--- config.mk ---
export PLATFORM = sky130hd
export DESIGN_NAME = periodic_task_release_timer_core
export DESIGN_NICKNAME = d
export VERILOG_FILES = /design/src/ptrt_pkg.sv /design/src/ptrt_slot.sv /design/src/periodic_task_release_timer_core.sv
export SDC_FILE = /design/constraint.sdc
export NUM_CORES = 1
export LEC_CHECK = 0
export ABC_CLOCK_PERIOD_IN_PS = 10230
export BUFFER_PORTS_ARGS = -buffer_cell sky130_fd_sc_hd__buf_4
export CAP_MARGIN = 20
export CORE_ASPECT_RATIO = 0.75
export CORE_MARGIN = 4
export CORE_UTILIZATION = 49
export CTS_CLUSTER_DIAMETER = 100
export DETAILED_ROUTE_END_ITERATION = 6
export GPL_TIMING_DRIVEN = 0
export PLACE_DENSITY = 0.67
export REMOVE_ABC_BUFFERS = 1
export SLEW_MARGIN = 20
export SYNTH_ARGS = -nofsm -noshare
export SYNTH_HDL_FRONTEND = slang
export SYNTH_HIERARCHICAL = 1
export SYNTH_SLANG_ARGS = --single-unit
--- constraint.sdc ---
create_clock -name clk -period 10.23 [get_ports clk]
set_input_delay 1.023 -clock clk [delete_from_list [all_inputs] [get_ports clk]]
set_output_delay 1.023 -clock clk [all_outputs]
set_load 0.01 [all_outputs]
--- src/ptrt_pkg.sv ---
// shared types and constants for the periodic task release timer
// item and result structs, command codes, default sizes; no dependencies
package ptrt_pkg;

  localparam int TASK_SLOTS_DEF = 8;
  localparam int COUNT_BITS_DEF = 16;
  localparam int MAX_SLOTS      = 8;
  localparam int IDX_BITS       = 3;
  localparam int TICK_BITS      = 16;

  typedef enum logic [1:0] {
    CMD_TICK    = 2'd0,
    CMD_LOAD    = 2'd1,
    CMD_SUSPEND = 2'd2,
    CMD_SLEEP   = 2'd3
  } cmd_t;

  typedef struct packed {
    cmd_t                  cmd;
    logic [IDX_BITS-1:0]   task_index;
    logic [TICK_BITS-1:0]  period_ticks;
    logic [TICK_BITS-1:0]  delay_ticks;
  } item_t;

  typedef struct packed {
    logic [MAX_SLOTS-1:0] due_mask;
    logic                 running;
  } result_t;

  // per-slot strobes decoded from one item
  typedef struct packed {
    logic tick;
    logic load;
    logic suspend;
  } slot_ctl_t;

endpackage

--- src/ptrt_slot.sv ---
// one task slot: countdown, reload period and active bit
// depends on ptrt_pkg for the slot control struct and the default count width
module ptrt_slot #(
  parameter int COUNT_BITS = ptrt_pkg::COUNT_BITS_DEF
) (
  input  logic                  clk,
  input  logic                  rst,
  input  ptrt_pkg::slot_ctl_t   ctl,
  input  logic [COUNT_BITS-1:0] period,
  input  logic [COUNT_BITS-1:0] delay,
  output logic                  due
);

  logic [COUNT_BITS-1:0] countdown;
  logic [COUNT_BITS-1:0] reload_period;
  logic                  active;
  logic [COUNT_BITS-1:0] base;

  assign due  = ctl.tick && active && (countdown == '0);
  // a released slot reloads first, then takes the same decrement
  assign base = due ? reload_period : countdown;

  always_ff @(posedge clk) begin
    if (rst) begin
      countdown     <= '0;
      reload_period <= '0;
      active        <= 1'b0;
    end else if (ctl.load) begin
      countdown     <= delay;
      reload_period <= period;
      active        <= 1'b1;
    end else if (ctl.suspend) begin
      active <= 1'b0;
    end else if (ctl.tick) begin
      countdown <= base - COUNT_BITS'(1);
    end
  end

endmodule

--- src/periodic_task_release_timer_core.sv ---
// periodic task release timer: input register, slot bank, result register
// an item is held in the input register, then its result is registered when it advances
// throughput: one item per cycle unless the output stalls; all slots update in parallel on a tick
// the output handshake stalls the input only when both registers are full
// reset (rst, synchronous): slots cleared and inactive, scheduler awake
module periodic_task_release_timer_core #(
  parameter int TASK_SLOTS = ptrt_pkg::TASK_SLOTS_DEF,
  parameter int COUNT_BITS = ptrt_pkg::COUNT_BITS_DEF
) (
  input  logic              clk,
  input  logic              rst,
  input  logic              item_valid,
  output logic              item_ready,
  input  ptrt_pkg::item_t   item,
  output logic              result_valid,
  input  logic              result_ready,
  output ptrt_pkg::result_t result
);

  ptrt_pkg::item_t       item_q;
  logic                  item_q_valid;
  logic                  awake;
  logic                  awake_next;
  logic                  advance;
  logic                  do_tick;
  logic                  do_load;
  logic                  do_suspend;
  logic [COUNT_BITS-1:0] period;
  logic [COUNT_BITS-1:0] delay;
  logic [TASK_SLOTS-1:0] due_vec;

  assign advance    = item_q_valid && (!result_valid || result_ready);
  assign item_ready = !item_q_valid || advance;

  always_ff @(posedge clk) begin
    if (rst) begin
      item_q_valid <= 1'b0;
    end else if (item_ready) begin
      item_q_valid <= item_valid;
    end
  end

  always_ff @(posedge clk) begin
    if (item_valid && item_ready) begin
      item_q <= item;
    end
  end

  always_comb begin
    do_tick    = 1'b0;
    do_load    = 1'b0;
    do_suspend = 1'b0;
    awake_next = awake;
    unique case (item_q.cmd)
      ptrt_pkg::CMD_TICK:    do_tick    = advance && awake;
      ptrt_pkg::CMD_LOAD:    do_load    = advance;
      ptrt_pkg::CMD_SUSPEND: do_suspend = advance;
      ptrt_pkg::CMD_SLEEP:   awake_next = 1'b0;
      default:               awake_next = awake;
    endcase
  end

  // load values keep their low bits or widen with zeros
  if (COUNT_BITS <= ptrt_pkg::TICK_BITS) begin : g_narrow
    assign period = item_q.period_ticks[COUNT_BITS-1:0];
    assign delay  = item_q.delay_ticks[COUNT_BITS-1:0];
  end else begin : g_wide
    assign period = {{(COUNT_BITS-ptrt_pkg::TICK_BITS){1'b0}}, item_q.period_ticks};
    assign delay  = {{(COUNT_BITS-ptrt_pkg::TICK_BITS){1'b0}}, item_q.delay_ticks};
  end

  for (genvar i = 0; i < TASK_SLOTS; i++) begin : g_slot
    ptrt_pkg::slot_ctl_t ctl;
    logic                hit;

    assign hit         = (item_q.task_index == ptrt_pkg::IDX_BITS'(i));
    assign ctl.tick    = do_tick;
    assign ctl.load    = do_load && hit;
    assign ctl.suspend = do_suspend && hit;

    ptrt_slot #(
      .COUNT_BITS(COUNT_BITS)
    ) u_slot (
      .clk    (clk),
      .rst    (rst),
      .ctl    (ctl),
      .period (period),
      .delay  (delay),
      .due    (due_vec[i])
    );
  end

  always_ff @(posedge clk) begin
    if (rst) begin
      awake        <= 1'b1;
      result_valid <= 1'b0;
    end else begin
      if (advance) begin
        awake        <= awake_next;
        result_valid <= 1'b1;
      end else if (result_ready) begin
        result_valid <= 1'b0;
      end
    end
  end

  always_ff @(posedge clk) begin
    if (advance) begin
      result.due_mask <= ptrt_pkg::MAX_SLOTS'(due_vec);
      result.running  <= awake_next;
    end
  end

`ifndef SYNTHESIS
  a_sleep_sticks: assert property (@(posedge clk) disable iff (rst)
    !awake |=> !awake)
    else $error("scheduler woke without reset");

  a_asleep_no_due: assert property (@(posedge clk) disable iff (rst)
    result_valid && !result.running |-> result.due_mask == '0)
    else $error("release reported while asleep");

  a_mask_in_range: assert property (@(posedge clk) disable iff (rst)
    result_valid |-> (result.due_mask >> TASK_SLOTS) == '0)
    else $error("release bit beyond configured slots");

  a_advance_fills: assert property (@(posedge clk) disable iff (rst)
    advance |=> result_valid && result.running == awake)
    else $error("result register not loaded on advance");
`endif

endmodule
==> results of run 1 <==
==> sequential cells by signal, summed over array words and instances (netlist names) <==
register and flops:
g_slot.u_slot/active 8, delay 16, g_slot.u_slot/reload_period 128, period 16
item_q_valid 1, item_q 5, result_valid 1, g_slot.u_slot/countdown 128
awake 1, result 9
==> layer usage <==
metal	wire length (µm)	vias to the layer above	GRT usage [%]
met5	0	-	0
li1	-	8089	-
met4	2600	0	11.2
met3	5220	138	5.95
met1	26500	8222	40.8
met2	24900	722	41.6
==> path summary, 6_finish.rpt <==
check / start / endpoint / slack [ns] / cells past startpoint
worst min-delay path: awake$_SDFFE_PP1P_ / awake$_SDFFE_PP1P_ / 0.48 / 1
worst max register to register: item_q_valid$_SDFFE_PP0P_ / g_slot[4].u_slot/countdown[12]$_SDFFE_PP0P_ / 5.59 / 15
worst max-delay path: result_ready / g_slot[4].u_slot/countdown[12]$_SDFFE_PP0P_ / 5.36 / 17
worst min register to register: awake$_SDFFE_PP1P_ / awake$_SDFFE_PP1P_ / 0.48 / 1
==> cells in the mapped netlist (26+ instances only) <==
library cell,number
a221oi_1,32
mux2i_1,136
inv_1,51
a31oi_1,28
nand2_1,110
a211oi_1,56
nor2b_1,26
xor2_1,32
nor3_1,79
a21oi_1,245
nor4_1,28
edfxtp_1,46
dfxtp_1,267
clkbuf_1,100
o31ai_1,28
o22ai_1,32
o21ai_0,56
nor2_1,378
==> final cells by class <==
type	count	area, µm²
fillers	3442	16600
flip-flops and latches	313	6730
well taps	504	631
diodes	1	2.50
clock buffers	42	996
inverters	55	211
repair buffers	77	699
clock inverters	20	293
multi-input cells	1679	10900
==> metrics by stage <==
| step | instances | setup slack [ns] | cell area, µm² |
|---|---|---|---|
| finish | 2691 | 5.36 | 20500 |
| global route | 2691 | 5.00 | 20500 |
| CTS | 2690 | 5.47 | 20400 |
| detailed placement | 2628 | 4.96 | 19200 |
| global placement | 2602 | 1.35 | 18800 |
| floorplan | 2047 | 4.74 | 17800 |
==> power breakdown <==
part | internal, mW | leakage (nW) | switching, mW
logic | 0.185 | 4.01 | 0.272
clock network | 0.875 | 0.636 | 0.538
registers | 1.28 | 2.61 | 0.0926
==> layout by cell type (no fill, tap or decap), types with 13 or more instances in the layout <==
| cell | instances |
|---|---|
| nor3_1 | 76 |
| a221oi_1 | 32 |
| nor2b_1 | 18 |
| nand2_1 | 110 |
| mux2i_1 | 136 |
| xor2_1 | 32 |
| nor4_2 | 13 |
| nor4_4 | 13 |
| o22ai_1 | 32 |
| buf_4 | 64 |
| nor2_1 | 375 |
| a31oi_1 | 28 |
| a21oi_1 | 245 |
| clkbuf_16 | 38 |
| nor3_2 | 19 |
| edfxtp_1 | 46 |
| inv_1 | 51 |
| o21ai_0 | 56 |
| a211oi_1 | 56 |
| nand4_1 | 18 |
| or4_1 | 20 |
| dfxtp_1 | 267 |
| o31ai_1 | 28 |
| nor4_1 | 28 |
| nand2b_1 | 19 |
==> kinds of logic (layout without fill, tap and decap cells) <==
group                      Yosys count  count (layout)
and+or+nand+nor                    855             855
AOI/OAI and AO/OA                  640             640
DFF                                313             313
buffers and inverters              195             194
muxes                              136             136
xor gates and xnor gates            40              40
adders and majority gates            8               8
other                                0               1
==> run_results.csv, run 1 <==
group,metric,value,unit
run_status,status,"finished clean",
pwr,irDropWorstVdd,107,µV
layout,syn_to_final_growth,11.3,%
yosys,yosys.area_share.xor_xnor,1.91,%
placed_design,gp_congestion,0.918,
cts,numCtsBuffers,34,
drt,drt-initial-drc-count,2161,
floorplan,die_area,40700,µm²
yosys,ys_ff_latch,313,
sta,setup_tns,0,ns
critical_path,crit_chain,"buf_4 -> nand2b_4 -> nand2_1 -> nor4b_2 -> buf_2 -> buf_6 -> nor4bb_1 -> nand4_1 -> nor2_2 -> a21oi_1 -> ha_1 -> or3b_2 -> nor3_1 -> o31ai_1 -> nor3_1 -> a2111oi_0 -> a211oi_1",
critical_path,cpLargestDelayFamily,"simple AND/OR/NAND/NOR gates",
yosys,yosys_most_used_dff,"dfxtp_1",
yosys,yosysWarnings,6,
sta,rsz0062_at_grt,"no",
yosys,async_reset_ff_share,0,%
layout,nNetsFinal,2209,
yosys,seq_area_frac_synth,36.6,%
global_routing,grt_pass1_vias,15640,
cts,post_cts_resize_count,0,
drt,first_pass_iters,5,
sta,setup_viol,0,
floorplan,design.core.area,37000,µm²
drt,num_vias,17171,
floorplan,die_y,176,µm
sta,holdWs,0.481,ns
yosys,yosys.area.top_type,"dfxtp_1",
sta,drv_slew,0,
cts,cts_setup_buffers,0,
floorplan,initial_utilization,49.6,%
global_routing,grt_max_degree,100,
floorplan,ios,52,
yosys,synth_top_family_by_area,"simple AND/OR/NAND/NOR gates",
sta,period_needed,4.87,ns
layout,drive_gt1_share,12.9,%
sta,tightest_slew,0.980,ns
cts,path_clk_slew,0.06,ns
floorplan,row_count,61,
yosys,muxShareOfSynthArea,7.41,%
placed_design,hpwlAfterDp,38500,µm
critical_path,cp_slowest_cell,"nor2_2",
drt,vias_per_cell,6.38,
critical_path,crit_arrival,5.27,ns
global_routing,antenna_found_initial,2,
yosys,syn-mean-instance-area,8.40,µm²
drt,detail-route-antenna-nets,0,
yosys,yosys.area_share.simple,25.2,%
layout,final_util,55.2,%
sta,slew_headroom,34.7,%
pwr,p_total,3.25,mW
run,drv_cap,0,
drt,drc,0,
yosys,synth_cells,2187,
cts,clk_latency,0.53,ns
yosys,synth_compound_area_share,23.7,%
cts,htreeDepth,2,
critical_path,worstSetupStartpointType,"input pin",
cts,cts_hold_buf,0,
critical_path,end_kind,"flip-flop",
yosys,synth.area.top_cells,"dfxtp_1 29%, nor2_1 7.7%, edfxtp_1 7.5%",
yosys,syn-cell-area,18400,µm²
global_routing,grt_pass1_wl,92000,µm
critical_path,required,10.63,ns
critical_path,worst-path-buf-inv,3,
cts,cts_tree,"yes",
drt,wl,59300,µm
critical_path,path_common_cell,"nor3_1",
cts,clock_sinks,313,
yosys,synthAdderAreaFrac,0.545,%
critical_path,cp_max_fo,19,
floorplan,fp.dieW,232,µm
hold_path,hp-class,"flip-flop to flip-flop",
sta,period_share,47.6,%
sta,finalHoldViolations,0,
drt,wire_per_inst,22.0,µm
yosys,synth_edf_count,46,
yosys,ys_types,83,
sta,skew,0.0158,ns
placed_design,port_buffers,51,
pwr,power.density,159,nW/µm²
critical_path,worst-setup-path-type,"input pin to flip-flop",
critical_path,max_stage_delay,0.75,ns
cts,root_buffer,"clkbuf_16",
global_routing,grt.total_usage,28.3,%
cts,clock_path_buffers,3,
global_routing,grt_remaining_overflow,0,
sta,max_freq,0.205,GHz
pwr,p_leak,7.25,nW
yosys,netlist.area_leader.share,29.1,%
No activity file was read; power rests on OpenSTA's default activity.
==> run 2: changes to the inputs <==
- ABC_AREA: unset -> 1
- ABC_CLOCK_PERIOD_IN_PS: 10230 -> 4200
- PLACE_DENSITY: 0.67 -> 0.7
- clock period: 10.23 -> 4.2 ns (I/O delays scaled with it)
==> run_results.csv, run 2 <==
group,metric,value,unit
floorplan,ios,52,
floorplan,row_count,62,
critical_path,timing.rr.start,"item_q[36]$_DFFE_PP_",
critical_path,max_stage_delay,0.94,ns
pwr,intPower,5.53,mW
critical_path,end_kind,"flip-flop",
cts,cts_tree,"yes",
global_routing,grt_remaining_overflow,0,
pwr,switching_share,30.1,%
sta,setup_viol,0,
yosys,syn-cell-area,19000,µm²
critical_path,reg2reg_depth,9,
hold_path,hold_depth,1,
cts,cts_setup_buffers,0,
global_routing,grt_pass1_wl,93200,µm
placed_design,dp_cells,3219,
sta,drv_slew,0,
drt,first_pass_iters,6,
layout,instances_no_fill,3286,
hold_path,hold_end,"delay[8]$_DFFE_PP_",
global_routing,grt_pass1_vias,16572,
global_routing,antenna_found_initial,0,
sta,period_needed,3.90,ns
floorplan,initial_utilization,49.6,%
yosys,netlist.area_leader.share,28.1,%
drt,detail-route-antenna-nets,0,
cts,clk_latency,0.53,ns
drt,drc,0,
critical_path,worstSetupStartpointType,"flip-flop",
pwr,p_comb_share,17.4,%
layout,top_regs,"g_slot.u_slot/countdown: 128 flops, g_slot.u_slot/reload_period: 128 flops",
yosys,synth_cells,2760,
drt,wire_per_inst,18.6,µm
layout,fill_cells,3711,
yosys,seq_area_frac_synth,35.4,%
cts,htreeDepth,2,
yosys,async_reset_ff_share,0,%
pwr,p_leak,9.03,nW
layout,syn_to_final_growth,9.46,%
run,drv_cap,0,
cts,clock_sinks,313,
sta,max_freq,0.257,GHz
placed_design,gp_congestion,0.926,
critical_path,ff2ff_setup_slack,0.30,ns
yosys,synth.area.top_cells,"dfxtp_1 28%, nand2_1 12%, edfxtp_1 7.3%",
sta,skew,0.0129,ns
cts,root_buffer,"clkbuf_16",
layout,final_cell_mix,"588 x nand2_1, 345 x nor2_1, 323 x inv_1",
pwr,p_clk_share,40.9,%
placed_design,port_buffers,51,
pwr,power_switching,2.38,mW
yosys,yosysWarnings,6,
yosys,ys_ff_latch,313,
layout,drive_gt1_share,17.8,%
floorplan,fp.dieW,235,µm
cts,path_clk_slew,0.06,ns
sta,finalHoldViolations,0,
global_routing,grt_max_degree,109,
yosys,synthTopCellsByCount,"588 x nand2_1, 354 x nor2_1, 328 x inv_1",
critical_path,crit_arrival,4.29,ns
sta,period_share,92.8,%
hold_path,hp-class,"input pin to flip-flop",
pwr,irDropWorstVdd,278,µV
yosys,yosys_most_used_dff,"dfxtp_1",
cts,numCtsBuffers,35,
pwr,pwr-share-seq,41.7,%
cts,clock_path_buffers,3,
layout,nNetsFinal,2796,
drt,num_vias,18021,
global_routing,grt.total_usage,28.1,%
critical_path,worst-setup-path-type,"flip-flop to flip-flop",
sta,rsz0062_at_grt,"no",
run_status,status,"finished clean",
critical_path,cpLargestDelayFamily,"simple AND/OR/NAND/NOR gates",
yosys,ys_types,40,
cts,cts_hold_buf,0,
critical_path,path_common_cell,"inv_1",
placed_design,hpwlAfterDp,39900,µm
yosys,synth_edf_count,46,
critical_path,critical_path_depth,9,
floorplan,die_area,42000,µm²
critical_path,cp_max_fo,22,
sta,tightest_slew,1.11,ns
critical_path,crit_chain,"nor2_1 -> nand3_2 -> nor2_2 -> clkinvlp_4 -> nand2_1 -> inv_1 -> a22o_1 -> inv_1 -> a21oi_2",
critical_path,crit_start,"item_q[36]$_DFFE_PP_",
yosys,yosys.area.top_type,"dfxtp_1",
critical_path,rr_endpoint,"g_slot[2].u_slot/countdown[15]$_SDFFE_PP0P_",
floorplan,design.core.area,38300,µm²
yosys,syn-mean-instance-area,6.89,µm²
placed_design,placed_area,19600,µm²
hold_path,min_from,"item[8]",
layout,layout_commonest_cell,"nand2_1",
yosys,synth_most_common_cell,"nand2_1",
floorplan,die_y,179,µm
sta,slew_headroom,26.2,%
critical_path,required,4.59,ns
critical_path,cp_slowest_cell,"nor2_2",
drt,drt-initial-drc-count,1670,
drt,wl,61100,µm
drt,vias_per_cell,5.48,
pwr,power.density,380,nW/µm²
critical_path,worst-path-buf-inv,3,
layout,final_area,20800,µm²
## run 2: cells by family after synthesis
logic type      after synthesis  synth area share (%)
xor+xnor                     20                 0.921
fa+ha+maj                     8                 0.527
buf+inv                     465                  10.1
flops                       313                  35.4
compound gates              463                  14.4
simple gates               1491                  38.7
## run 2: layout make-up
class / count / area (µm²) / share of cell area (%)
multi-input cells: 1982 / 10400 / 50.0
flip-flops and latches: 313 / 6730 / 32.3
inverters: 357 / 1350 / 6.48
clock buffers: 44 / 993 / 4.77
well taps: 512 / 641 / 3.08
repair buffers: 56 / 484 / 2.33
clock inverters: 19 / 206 / 0.992
repair inverters: 2 / 10.0 / 0.0481
diodes: 1 / 2.50 / 0.0120
## run 2: timing repair
| item | 4_1_cts | 5_1_grt |
|---|---|---|
| gates resized for setup | 0 | 2 |
| endpoints found under the setup margin | 0 | 27 |
| hold endpoints to repair | 0 | 0 |
## run 2: stage by stage
stage / setup WS, ns / util [%] / hold slack (ns) / TNS [ns] / total power, mW
2_1_floorplan: 0.976 / - / 0.429 / 0 / 4.29
3_3_place_gp: -0.867 / 50.8 / 0.442 / -71.67 / 4.68
3_5_place_dp: -0.132 / 51.1 / 0.449 / -0.632 / 4.71
4_1_cts: 0.00202 / 54.2 / 0.0444 / 0 / 7.93
5_1_grt: 0.00771 / 54.3 / 0.0540 / 0 / 8.23
6_report: 0.304 / 54.3 / 0.0647 / 0 / 7.91
## run 2: how the worst max path moves through the flow
stage / end / slack (ns)
2_1_floorplan: g_slot[5].u_slot/countdown[8]$_SDFFE_PP0P_ / 0.98
3_3_place_gp: g_slot[3].u_slot/countdown[8]$_SDFFE_PP0P_ / -0.87
3_5_place_dp: g_slot[4].u_slot/countdown[1]$_SDFFE_PP0P_ / -0.13
4_1_cts: g_slot[4].u_slot/countdown[1]$_SDFFE_PP0P_ / 0.002
5_1_grt: g_slot[2].u_slot/countdown[15]$_SDFFE_PP0P_ / 0.008
6_report: g_slot[2].u_slot/countdown[15]$_SDFFE_PP0P_ / 0.30
## run 2: routing by layer
metal	part of all wire [%]	global-route usage, %	up-vias
li1	-	-	8890
met1	44	37.9	8344
met2	44	45.0	665
met3	7.7	5.22	122
met4	4.1	10.8	0
met5	0	0	-
## run 2: power groups by stage
stage	logic (mW)	clock network [mW]	registers, mW
floorplan	1.03	0	3.26
global placement	1.32	0	3.36
detailed placement	1.35	0	3.36
CTS	1.36	3.28	3.30
global route	1.53	3.40	3.30
finish	1.38	3.23	3.30
